### config.mk
export PLATFORM = sky130hd
export DESIGN_NAME = pfb_segment_deframer
export DESIGN_NICKNAME = d
export VERILOG_FILES = /design/src/sv/psd_pkg.sv /design/src/sv/pfb_segment_deframer.sv
export SDC_FILE = /design/constraint.sdc
export NUM_CORES = 1
export LEC_CHECK = 0
export ABC_AREA = 1
export BUFFER_PORTS_ARGS = -buffer_cell sky130_fd_sc_hd__buf_4
export CORE_ASPECT_RATIO = 1.1
export CORE_MARGIN = 2
export CORE_UTILIZATION = 31
export DETAILED_ROUTE_END_ITERATION = 6
export PLACE_DENSITY_LB_ADDON = 0.08
export SYNTH_ARGS = -nofsm -noshare
export SYNTH_HDL_FRONTEND = slang
export SYNTH_SLANG_ARGS = --single-unit
### constraint.sdc
create_clock -name clk -period 6.85 [get_ports clk]
set_input_delay 0 -clock clk [delete_from_list [all_inputs] [get_ports clk]]
set_output_delay 0 -clock clk [all_outputs]
set_load 0.05 [all_outputs]
### src/sv/psd_pkg.sv
// ----------------------------------------------------------------------------
// psd_pkg
// Types and constants of the segmented font deframer.
// ----------------------------------------------------------------------------
`default_nettype none

package psd_pkg;

	// Segment header marker byte and header size
	localparam logic [7:0] SEG_MARKER   = 8'h80;
	localparam int         HEADER_BYTES = 6;

	// Segment types accepted in a header
	localparam logic [7:0] SEG_TYPE_ASCII  = 8'd1;
	localparam logic [7:0] SEG_TYPE_BINARY = 8'd2;

	// Parser phase
	typedef enum logic [2:0] {
		PH_AWAIT   = 3'd0,
		PH_PASS    = 3'd1,
		PH_MARKER  = 3'd2,
		PH_TYPE    = 3'd3,
		PH_LENGTH  = 3'd4,
		PH_PAYLOAD = 3'd5,
		PH_STOPPED = 3'd6
	} phase_t;

	// Reported status
	typedef enum logic [2:0] {
		ST_DEFRAME = 3'd0,
		ST_PASS    = 3'd1,
		ST_MARKER  = 3'd2,
		ST_TYPE    = 3'd3,
		ST_OVERRUN = 3'd4
	} status_t;

	// One result transaction
	typedef struct packed {
		logic [7:0]  out_byte;
		logic        out_valid;
		logic        file_done;
		status_t     status;
		logic [31:0] payload_count;
	} result_t;

	// Status seen from outside for a given phase
	function automatic status_t phase_status(input phase_t ph, input status_t stop);
		status_t st;
		unique case (ph)
			PH_AWAIT, PH_PASS: st = ST_PASS;
			PH_STOPPED:        st = stop;
			default:           st = ST_DEFRAME;
		endcase
		return st;
	endfunction

endpackage

`default_nettype wire

### src/sv/pfb_segment_deframer.sv
// ----------------------------------------------------------------------------
// pfb_segment_deframer
// Strips segment headers from a segmented font file streamed byte by byte.
// ----------------------------------------------------------------------------
// Usage:
//   Input channel in_valid/in_ready carries data_byte and file_start, one
//   file byte per transaction; file_start marks a file's first byte.
//   Program file_length through cfg_wr_en/cfg_wr_data while the block idles.
//   Output channel res_valid/res_ready returns exactly one result per input
//   byte: out_byte/out_valid (payload or not), file_done, status and the
//   running payload_count.
// Timing:
//   Each byte is captured in an input register and parsed from there into
//   the result register, which res_valid/res_ready then presents. One byte
//   is taken per cycle while res_ready is not held low; the per-byte phase
//   update with its 34-bit overrun compare sits in that single stage.
// Reset and stalls:
//   arst_n clears both stages, the parser state and file_length. While the
//   receiver holds res_ready low the result stays put, one more byte waits
//   in the input register and in_ready then drops.
// ----------------------------------------------------------------------------
`default_nettype none

module pfb_segment_deframer (
	input  wire logic        clk,
	input  wire logic        arst_n,
	// configuration
	input  wire logic        cfg_wr_en,
	input  wire logic [31:0] cfg_wr_data,
	// input channel
	input  wire logic        in_valid,
	output logic             in_ready,
	input  wire logic [7:0]  data_byte,
	input  wire logic        file_start,
	// result channel
	output logic             res_valid,
	input  wire logic        res_ready,
	output logic [7:0]       out_byte,
	output logic             out_valid,
	output logic             file_done,
	output logic [2:0]       status,
	output logic [31:0]      payload_count
);

	// configuration register
	logic [31:0] file_length_q;

	// input stage
	logic        valid_s1;
	logic [7:0]  byte_s1;
	logic        start_s1;

	// parser state
	psd_pkg::phase_t  phase_q;
	logic [31:0]      position_q;
	logic [1:0]       hidx_q;
	logic [31:0]      remaining_q;
	logic [31:0]      count_q;
	psd_pkg::status_t stop_q;

	// result stage
	logic              valid_s2;
	psd_pkg::result_t  res_s2;

	logic advance;

	// effective state after an optional restart
	psd_pkg::phase_t  eff_phase;
	logic [31:0]      eff_pos;
	logic [1:0]       eff_hidx;
	logic [31:0]      eff_rem;
	logic [31:0]      eff_cnt;
	psd_pkg::status_t eff_stop;

	// next state
	psd_pkg::phase_t  nxt_phase;
	logic [31:0]      nxt_pos;
	logic [1:0]       nxt_hidx;
	logic [31:0]      nxt_rem;
	logic [31:0]      nxt_cnt;
	psd_pkg::status_t nxt_stop;

	logic             beyond;
	logic             last;
	logic             emit;
	logic [31:0]      rem_or;
	logic             seg_overrun;
	psd_pkg::result_t res_d;

	assign advance  = !valid_s2 || res_ready;
	assign in_ready = !valid_s1 || advance;

	// configuration write
	always_ff @(posedge clk or negedge arst_n) begin
		if (!arst_n) begin
			file_length_q <= '0;
		end else if (cfg_wr_en) begin
			file_length_q <= cfg_wr_data;
		end
	end

	// input register
	always_ff @(posedge clk or negedge arst_n) begin
		if (!arst_n) begin
			valid_s1 <= 1'b0;
		end else if (in_ready) begin
			valid_s1 <= in_valid;
		end
	end

	always_ff @(posedge clk) begin
		if (in_ready && in_valid) begin
			byte_s1  <= data_byte;
			start_s1 <= file_start;
		end
	end

	// restart on file_start
	always_comb begin
		if (start_s1) begin
			eff_phase = psd_pkg::PH_AWAIT;
			eff_pos   = '0;
			eff_hidx  = '0;
			eff_rem   = '0;
			eff_cnt   = '0;
			eff_stop  = psd_pkg::ST_DEFRAME;
		end else begin
			eff_phase = phase_q;
			eff_pos   = position_q;
			eff_hidx  = hidx_q;
			eff_rem   = remaining_q;
			eff_cnt   = count_q;
			eff_stop  = stop_q;
		end
	end

	// position checks against the file end
	assign beyond = eff_pos >= file_length_q;
	assign last   = ({1'b0, eff_pos} + 33'd1) == {1'b0, file_length_q};

	// length byte merged into the little-endian segment length
	assign rem_or = eff_rem | ({24'd0, byte_s1} << {eff_hidx, 3'b000});
	assign seg_overrun = ({2'b00, eff_pos} + 34'd1 + {2'b00, rem_or})
		> {2'b00, file_length_q};

	// per-byte parse
	always_comb begin
		nxt_phase = eff_phase;
		nxt_pos   = eff_pos;
		nxt_hidx  = eff_hidx;
		nxt_rem   = eff_rem;
		nxt_cnt   = eff_cnt;
		nxt_stop  = eff_stop;
		emit      = 1'b0;
		if (!beyond) begin
			unique case (eff_phase)
				psd_pkg::PH_AWAIT: begin
					if (byte_s1 != psd_pkg::SEG_MARKER) begin
						nxt_phase = psd_pkg::PH_PASS;
						emit      = 1'b1;
					end else begin
						nxt_phase = psd_pkg::PH_TYPE;
					end
				end
				psd_pkg::PH_PASS: begin
					emit = 1'b1;
				end
				psd_pkg::PH_MARKER: begin
					if (byte_s1 == psd_pkg::SEG_MARKER) begin
						nxt_phase = psd_pkg::PH_TYPE;
					end else begin
						nxt_phase = psd_pkg::PH_STOPPED;
						nxt_stop  = psd_pkg::ST_MARKER;
					end
				end
				psd_pkg::PH_TYPE: begin
					if (byte_s1 == psd_pkg::SEG_TYPE_ASCII ||
						byte_s1 == psd_pkg::SEG_TYPE_BINARY) begin
						nxt_phase = psd_pkg::PH_LENGTH;
						nxt_hidx  = '0;
						nxt_rem   = '0;
					end else begin
						nxt_phase = psd_pkg::PH_STOPPED;
						nxt_stop  = psd_pkg::ST_TYPE;
					end
				end
				psd_pkg::PH_LENGTH: begin
					nxt_rem = rem_or;
					if (eff_hidx == 2'd3) begin
						nxt_hidx = '0;
						if (seg_overrun) begin
							nxt_phase = psd_pkg::PH_STOPPED;
							nxt_stop  = psd_pkg::ST_OVERRUN;
						end else if (rem_or == '0) begin
							nxt_phase = psd_pkg::PH_MARKER;
						end else begin
							nxt_phase = psd_pkg::PH_PAYLOAD;
						end
					end else begin
						nxt_hidx = eff_hidx + 2'd1;
					end
				end
				psd_pkg::PH_PAYLOAD: begin
					emit    = 1'b1;
					nxt_rem = eff_rem - 32'd1;
					if (eff_rem == 32'd1) begin
						nxt_phase = psd_pkg::PH_MARKER;
					end
				end
				default: begin
					nxt_phase = psd_pkg::PH_STOPPED;
				end
			endcase

			// file ends inside a header
			if (last && (nxt_phase == psd_pkg::PH_TYPE ||
				nxt_phase == psd_pkg::PH_LENGTH)) begin
				nxt_phase = psd_pkg::PH_STOPPED;
				nxt_stop  = psd_pkg::ST_OVERRUN;
			end

			if (emit) begin
				nxt_cnt = eff_cnt + 32'd1;
			end
			nxt_pos = eff_pos + 32'd1;
		end
	end

	// result fields
	always_comb begin
		res_d.out_byte      = emit ? byte_s1 : 8'd0;
		res_d.out_valid     = emit;
		res_d.file_done     = !beyond && last;
		res_d.status        = psd_pkg::phase_status(nxt_phase, nxt_stop);
		res_d.payload_count = nxt_cnt;
	end

	// parser state update and result valid
	always_ff @(posedge clk or negedge arst_n) begin
		if (!arst_n) begin
			valid_s2    <= 1'b0;
			phase_q     <= psd_pkg::PH_AWAIT;
			position_q  <= '0;
			hidx_q      <= '0;
			remaining_q <= '0;
			count_q     <= '0;
			stop_q      <= psd_pkg::ST_DEFRAME;
		end else if (advance) begin
			valid_s2 <= valid_s1;
			if (valid_s1) begin
				phase_q     <= nxt_phase;
				position_q  <= nxt_pos;
				hidx_q      <= nxt_hidx;
				remaining_q <= nxt_rem;
				count_q     <= nxt_cnt;
				stop_q      <= nxt_stop;
			end
		end
	end

	// result register
	always_ff @(posedge clk) begin
		if (advance && valid_s1) begin
			res_s2 <= res_d;
		end
	end

	assign res_valid     = valid_s2;
	assign out_byte      = res_s2.out_byte;
	assign out_valid     = res_s2.out_valid;
	assign file_done     = res_s2.file_done;
	assign status        = res_s2.status;
	assign payload_count = res_s2.payload_count;

endmodule

`default_nettype wire

==> impl_metrics.env, run 1 <==
export IMPL_setup_violations=0
export IMPL_place_congestion=0.925
export IMPL_cts_sinks=192
export IMPL_holdCritPathClass="input port to register"
export IMPL_core_area_um2=50000
export IMPL_clk_path_buf_depth=2
export IMPL_critical_path_most_common_cell="nand2_1"
export IMPL_reg2reg_depth=39
export IMPL_fin_util_pct=37.1
export IMPL_synth_cell_type_count=59
export IMPL_crit_type="register to register"
export IMPL_setup_tns_ns=0
export IMPL_synth_ff_type="dfrtp_1"
export IMPL_grt_max_degree=105
export IMPL_remaining_drc_errors=3
export IMPL_hold_depth=2
export IMPL_grt_overflow_total=0
export IMPL_regArea_um2=5070
export IMPL_synth_fp_nets=2399
export IMPL_yosysSeqAreaShare_pct=32.3
export IMPL_insertion_delay_ns=0.51
export IMPL_via_per_inst=4.98
export IMPL_initial_core_util_pct=31.4
export IMPL_cap_violations=0
export IMPL_numCtsBuffers=17
export IMPL_drive_gt1_share_pct=9.44
export IMPL_rsz0062_at_grt="false"
export IMPL_violations="design-rule violations"
export IMPL_final_common_cell="nand2_1"
export IMPL_cts_tree="done"
export IMPL_cts_setup_buffers=0
export IMPL_yosys_area_share_adder_pct=8.18
export IMPL_layout_common_cells="517 x nand2_1, 295 x inv_1, 252 x nor2_1"
export IMPL_crit_required_ns=7.22
export IMPL_dr_first_iter_drc_count=1202
export IMPL_area_growth_pct=18.3
export IMPL_synth_seq_cells=192
export IMPL_die_area_um2=52500
export IMPL_num_rows=86
export IMPL_cp_end_kind="register"
export IMPL_worst_pin_slew_ns=1.07
export IMPL_synth_compound_area_share_pct=16.7
export IMPL_p_per_area_nw_per_um2=292
export IMPL_postRouteAntennaNets=0
export IMPL_slew_viol_final=0
export IMPL_synthCells=2251
export IMPL_dpl_hpwl_um=43000
export IMPL_synth_cell_area_um2=15700
export IMPL_critPathLaunchType="register"
export IMPL_post_dp_cell_area_um2=17100
export IMPL_stdcell_area_um2=18600
export IMPL_grt_use_total_pct=22.1
export IMPL_relSlewSlack_pct=28.8
export IMPL_leakage_nw=8.48
export IMPL_routedWlPerCell_um=18.3
export IMPL_arrival_ns=6.68
export IMPL_dr_pass1_iters=7
export IMPL_yosysTopAreaCell="dfrtp_1"
export IMPL_htreeDepth=4
export IMPL_synth_mux_area_share_pct=0.0717
export IMPL_period_needed_ns=6.31
export IMPL_syn_area_per_cell_um2=6.97
export IMPL_fin_hold_ws_ns=0.0267
export IMPL_synth_top_area_share_pct=22.0
export IMPL_wirelength_um=56200
export IMPL_vias=15300
export IMPL_period_share_pct=92.1
export IMPL_crit_slowest_cell="edfxtp_1"
export IMPL_fill_cells=5364
export IMPL_io_buffers=92
export IMPL_yosysWarnings=0
export IMPL_synth_top_family_by_area="simple AND/OR/NAND/NOR gates"
export IMPL_path_clk_slew_ns=0.08
export IMPL_cts_root_buf="clkbuf_16"
export IMPL_synth_simple_area_share_pct=27.6
export IMPL_synth_xor_area_share_pct=5.62
export IMPL_multi_input_area_um2=9140
export IMPL_clock_skew_final_ns=0.0108
export IMPL_synth_area_top_cells="dfrtp_1 22%, nand2_1 12%, edfxtp_1 10%"
export IMPL_die_x_um=219
export IMPL_max_freq_mhz=159
export IMPL_critPathMaxStageDelay_ns=0.47
export IMPL_grt_pass1_wl_um=87100
export IMPL_status="finished, violations left"
export IMPL_synthArstFlopShare_pct=71.9
export IMPL_nets=2549
export IMPL_antenna_found_initial=0
export IMPL_hold_viol=0
export IMPL_peakVddDrop_v=0.000190
export IMPL_io_pins=93
export IMPL_worstPathMaxFanout=31
export IMPL_grt_pass1_vias=14700
export IMPL_dieHeight_um=240
export IMPL_synth_edf_count=54
==> timing repair <==
action                                 CTS  global route
resized for setup                        0             1
endpoints found under the hold margin  120             0
hold buffers                            84             0
setup endpoints to repair                0             2
==> cell usage after synthesis (all sizes together), types with 2 or more instances <==
master	count
clkbuf	49
o21bai	6
a21boi	2
nor4	14
a22oi	11
nand2	525
nand3	90
a21o	4
xnor2	15
o221ai	6
xor2	78
a31oi	12
o31ai	5
o21ai	249
edfxtp	54
a21oi	139
inv	307
a32o	2
xnor3	3
ha	101
clkinv	3
nand3b	2
buf	21
o211ai	11
nor3	43
a211oi	2
a221oi	5
dfrtp	138
nand4	31
a32oi	4
nor2	296
o21a	4
o22ai	8
==> area by class of cell <==
class / instances / share of cell area, %
sequential: 192 / 27.3
clock buffer: 17 / 2.29
tap: 660 / 4.45
clock inverter: 15 / 1.00
timing repair buffer: 201 / 9.41
multi-input combinational: 1679 / 49.2
antenna: 1 / 0.0135
inverter: 310 / 6.29
==> where the power goes <==
part / total [W] / internal, W / switching (W) / leakage (nW)
logic: 0.00275 / 0.000870 / 0.00188 / 5.87
registers: 0.00157 / 0.00144 / 0.000134 / 2.32
clock network: 0.00110 / 0.000555 / 0.000545 / 0.300
total: 0.00543 / 0.00287 / 0.00256 / 8.48
==> cell families after synthesis <==
group	Yosys count
compound gates	475
xor+xnor	96
fa+ha+maj	102
buf+inv	380
flops	192
mux	1
simple gates	1005
==> metal layers <==
layer | vias up | GRT usage [%] | part of all wire, %
li1 | 7726 | - | -
met1 | 7164 | 27.7 | 44
met2 | 356 | 38.5 | 49
met3 | 63 | 3.30 | 4.2
met4 | 0 | 7.46 | 2.4
met5 | - | 0 | 0
==> final timing paths <==
| check | from | endpoint | slack, ns |
|---|---|---|---|
| worst min register to register | count_q[31]$_DFFE_PN0P_ | count_q[31]$_DFFE_PN0P_ | 0.48 |
| worst max register to register | start_s1$_DFFE_PP_ | status[1]$_DFFE_PP_ | 0.54 |
| worst min-delay path | cfg_wr_en | file_length_q[20]$_DFFE_PN0P_ | 0.03 |
| min in group asynchronous | arst_n | file_length_q[3]$_DFFE_PN0P_ | 0.13 |
| worst max-delay path | start_s1$_DFFE_PP_ | status[1]$_DFFE_PP_ | 0.54 |
| max in group asynchronous | arst_n | remaining_q[30]$_DFFE_PN0P_ | 5.29 |
==> flip-flops by register name (all words and copies together), names as in the netlist, 2 cells and up <==
register       count
remaining_q       32
byte_s1            8
stop_q             3
status             3
out_byte           8
phase_q            3
file_length_q     32
payload_count     32
hidx_q             2
count_q           32
position_q        32
==> metrics by stage <==
step	total power [W]	worst slack (ns)	cells
6_report	0.00543	0.543	3075
5_1_grt	0.00588	0.0315	3074
4_1_cts	0.00549	0.479	3074
3_5_place_dp	0.00431	0.539	2958
3_3_place_gp	0.00430	0.614	2958
2_1_floorplan	0.00349	1.49	2251
==> worst max-delay path, delay by kind of cell (launching register included) <==
family,cells,cell delay [ns]
XOR/XNOR,1,0.17
buffers and inverters,6,0.97
AND/OR/NAND/NOR,21,2.37
AO/OA/AOI/OAI,8,1.26
flip-flops,1,0.47
adder cells (fa/ha/maj),3,0.90
(Power assumes the default switching activity.)
==> run 2: changes to the inputs <==
--- a/config.mk
+++ b/config.mk
@@ -12,6 +12,7 @@
 export CORE_UTILIZATION = 31
 export DETAILED_ROUTE_END_ITERATION = 6
 export PLACE_DENSITY_LB_ADDON = 0.08
+export RECOVER_POWER = 50
 export SYNTH_ARGS = -nofsm -noshare
 export SYNTH_HDL_FRONTEND = slang
 export SYNTH_SLANG_ARGS = --single-unit
==> impl_metrics.env, run 2 (same netlist as run 1, synthesis figures left out) <==
export IMPL_status="finished, violations left"
export IMPL_violations="max-capacitance violations, max-slew violations"
export IMPL_worstPathMaxFanout=31
export IMPL_grt_max_degree=105
export IMPL_power_total_w=0.00538
export IMPL_cts_setup_buffers=0
export IMPL_layout_common_cells="518 x nand2_1, 295 x inv_1, 252 x nor2_1"
export IMPL_cp_end_kind="register"
export IMPL_die_area_um2=52500
export IMPL_drive_gt1_share_pct=7.21
export IMPL_vias=15300
export IMPL_final_common_cell="nand2_1"
export IMPL_relSlewSlack_pct=-228
export IMPL_slew_viol_final=141
export IMPL_core_area_um2=50000
export IMPL_period_share_pct=92.5
export IMPL_routedWlPerCell_um=18.3
export IMPL_r2r_end="status[1]$_DFFE_PP_"
export IMPL_io_pins=93
export IMPL_num_rows=86
export IMPL_worstHoldStart="cfg_wr_en"
export IMPL_dieHeight_um=240
export IMPL_die_x_um=219
export IMPL_via_per_inst=4.99
export IMPL_critPathLaunchType="register"
export IMPL_cap_violations=2
export IMPL_rsz0062_at_grt="false"
export IMPL_timing_rr_start="start_s1$_DFFE_PP_"
export IMPL_antenna_found_initial=0
export IMPL_period_needed_ns=6.34
export IMPL_dp_cells=2958
export IMPL_numCtsBuffers=17
export IMPL_htreeDepth=4
export IMPL_remaining_drc_errors=0
export IMPL_crit_type="register to register"
export IMPL_dpl_worst_slack_ns=0.539
export IMPL_clock_skew_final_ns=0.0114
export IMPL_dpl_hpwl_um=43000
export IMPL_area_growth_pct=17.0
export IMPL_place_congestion=0.925
export IMPL_fill_cells=5421
export IMPL_hold_viol=0
export IMPL_leakage_nw=8.28
export IMPL_cts_tree="done"
export IMPL_insertion_delay_ns=0.51
export IMPL_p_per_area_nw_per_um2=293
export IMPL_arrival_ns=6.71
export IMPL_grt_pass1_vias=14700
export IMPL_io_buffers=92
export IMPL_reg2reg_depth=39
export IMPL_initial_core_util_pct=31.4
export IMPL_peakVddDrop_v=0.000190
export IMPL_n_antenna_cell=0
export IMPL_holdCritPathClass="input port to register"
export IMPL_crit_required_ns=7.22
export IMPL_dr_first_iter_drc_count=1198
export IMPL_wirelength_um=56300
export IMPL_hold_end="file_length_q[20]$_DFFE_PN0P_"
export IMPL_setup_violations=0
export IMPL_nets=2549
export IMPL_cts_root_buf="clkbuf_16"
export IMPL_path_clk_slew_ns=0.08
export IMPL_final_cells=3074
export IMPL_setup_tns_ns=0
export IMPL_rrSetupSlack_ns=0.51
export IMPL_worst_pin_slew_ns=4.92
export IMPL_critPathMaxStageDelay_ns=0.47
export IMPL_grt_pass1_wl_um=87100
export IMPL_crit_slowest_cell="edfxtp_1"
export IMPL_clk_path_buf_depth=2
export IMPL_dr_pass1_iters=6
export IMPL_hold_depth=2
export IMPL_critical_path_most_common_cell="nand2_1"
export IMPL_grt_use_total_pct=22.1
export IMPL_grt_overflow_total=0
export IMPL_postRouteAntennaNets=0
export IMPL_max_freq_mhz=158
export IMPL_timing_final_ws_setup_ns=0.510
export IMPL_cts_sinks=192
==> run 2: power breakdown <==
part	internal (W)	switching, W
Clock	0.000555	0.000544
Combinational	0.000829	0.00188
Sequential	0.00144	0.000131
Total	0.00283	0.00256
==> run 2: through the flow <==
step | instance area (um^2) | hold slack, ns | utilization (%)
after global routing | 18400 | 0.0637 | 36.7
after global placement | 17100 | 0.152 | 34.2
after CTS | 18600 | 0.000865 | 37.1
after floorplan | 15700 | -0.296 | -
after detailed placement | 17100 | 0.144 | 34.2
final | 18400 | 0.0271 | 36.7
==> run 2: layout make-up <==
type / count / area [um^2] / area share [%]
clock buffers: 17 / 425 / 2.32
clock inverters: 15 / 186 / 1.02
inverters: 310 / 1170 / 6.36
multi-input cells: 1679 / 9140 / 49.8
flip-flops and latches: 192 / 5070 / 27.6
well taps: 660 / 826 / 4.50
repair buffers: 201 / 1540 / 8.40
==> run 2: what timing repair did <==
item	in CTS	in global routing
endpoints found under the setup margin	0	2
hold buffers	84	0
gates resized for setup	0	1
endpoints found under the hold margin	120	0
==> run 2: how the worst max path moves through the flow <==
stage	startpoint	to	depth (start not counted)
after global placement	start_s1$_DFFE_PP_	status[1]$_DFFE_PP_	39
after CTS	start_s1$_DFFE_PP_	status[1]$_DFFE_PP_	39
after floorplan	start_s1$_DFFE_PP_	status[1]$_DFFE_PP_	39
final	start_s1$_DFFE_PP_	status[1]$_DFFE_PP_	39
after detailed placement	start_s1$_DFFE_PP_	status[1]$_DFFE_PP_	39
after global routing	start_s1$_DFFE_PP_	status[1]$_DFFE_PP_	38
==> run 2: per-layer routing <==
layer / routed length [um] / GRT usage [%] / up-vias
met2: 27700 / 38.5 / 355
met3: 2280 / 3.30 / 62
met1: 25000 / 27.7 / 7199
met4: 1340 / 7.46 / 0
li1: - / - / 7728
met5: 0 / 0 / -
==> run 2: critical path, delay by kind of cell (launching register included) <==
kind	cells	cell delay, ns
buffers and inverters	6	0.97
xor gates and xnor gates	1	0.17
AOI/OAI and AO/OA	8	1.26
adders and majority gates	3	0.91
and+or+nand+nor	21	2.39
DFF	1	0.47
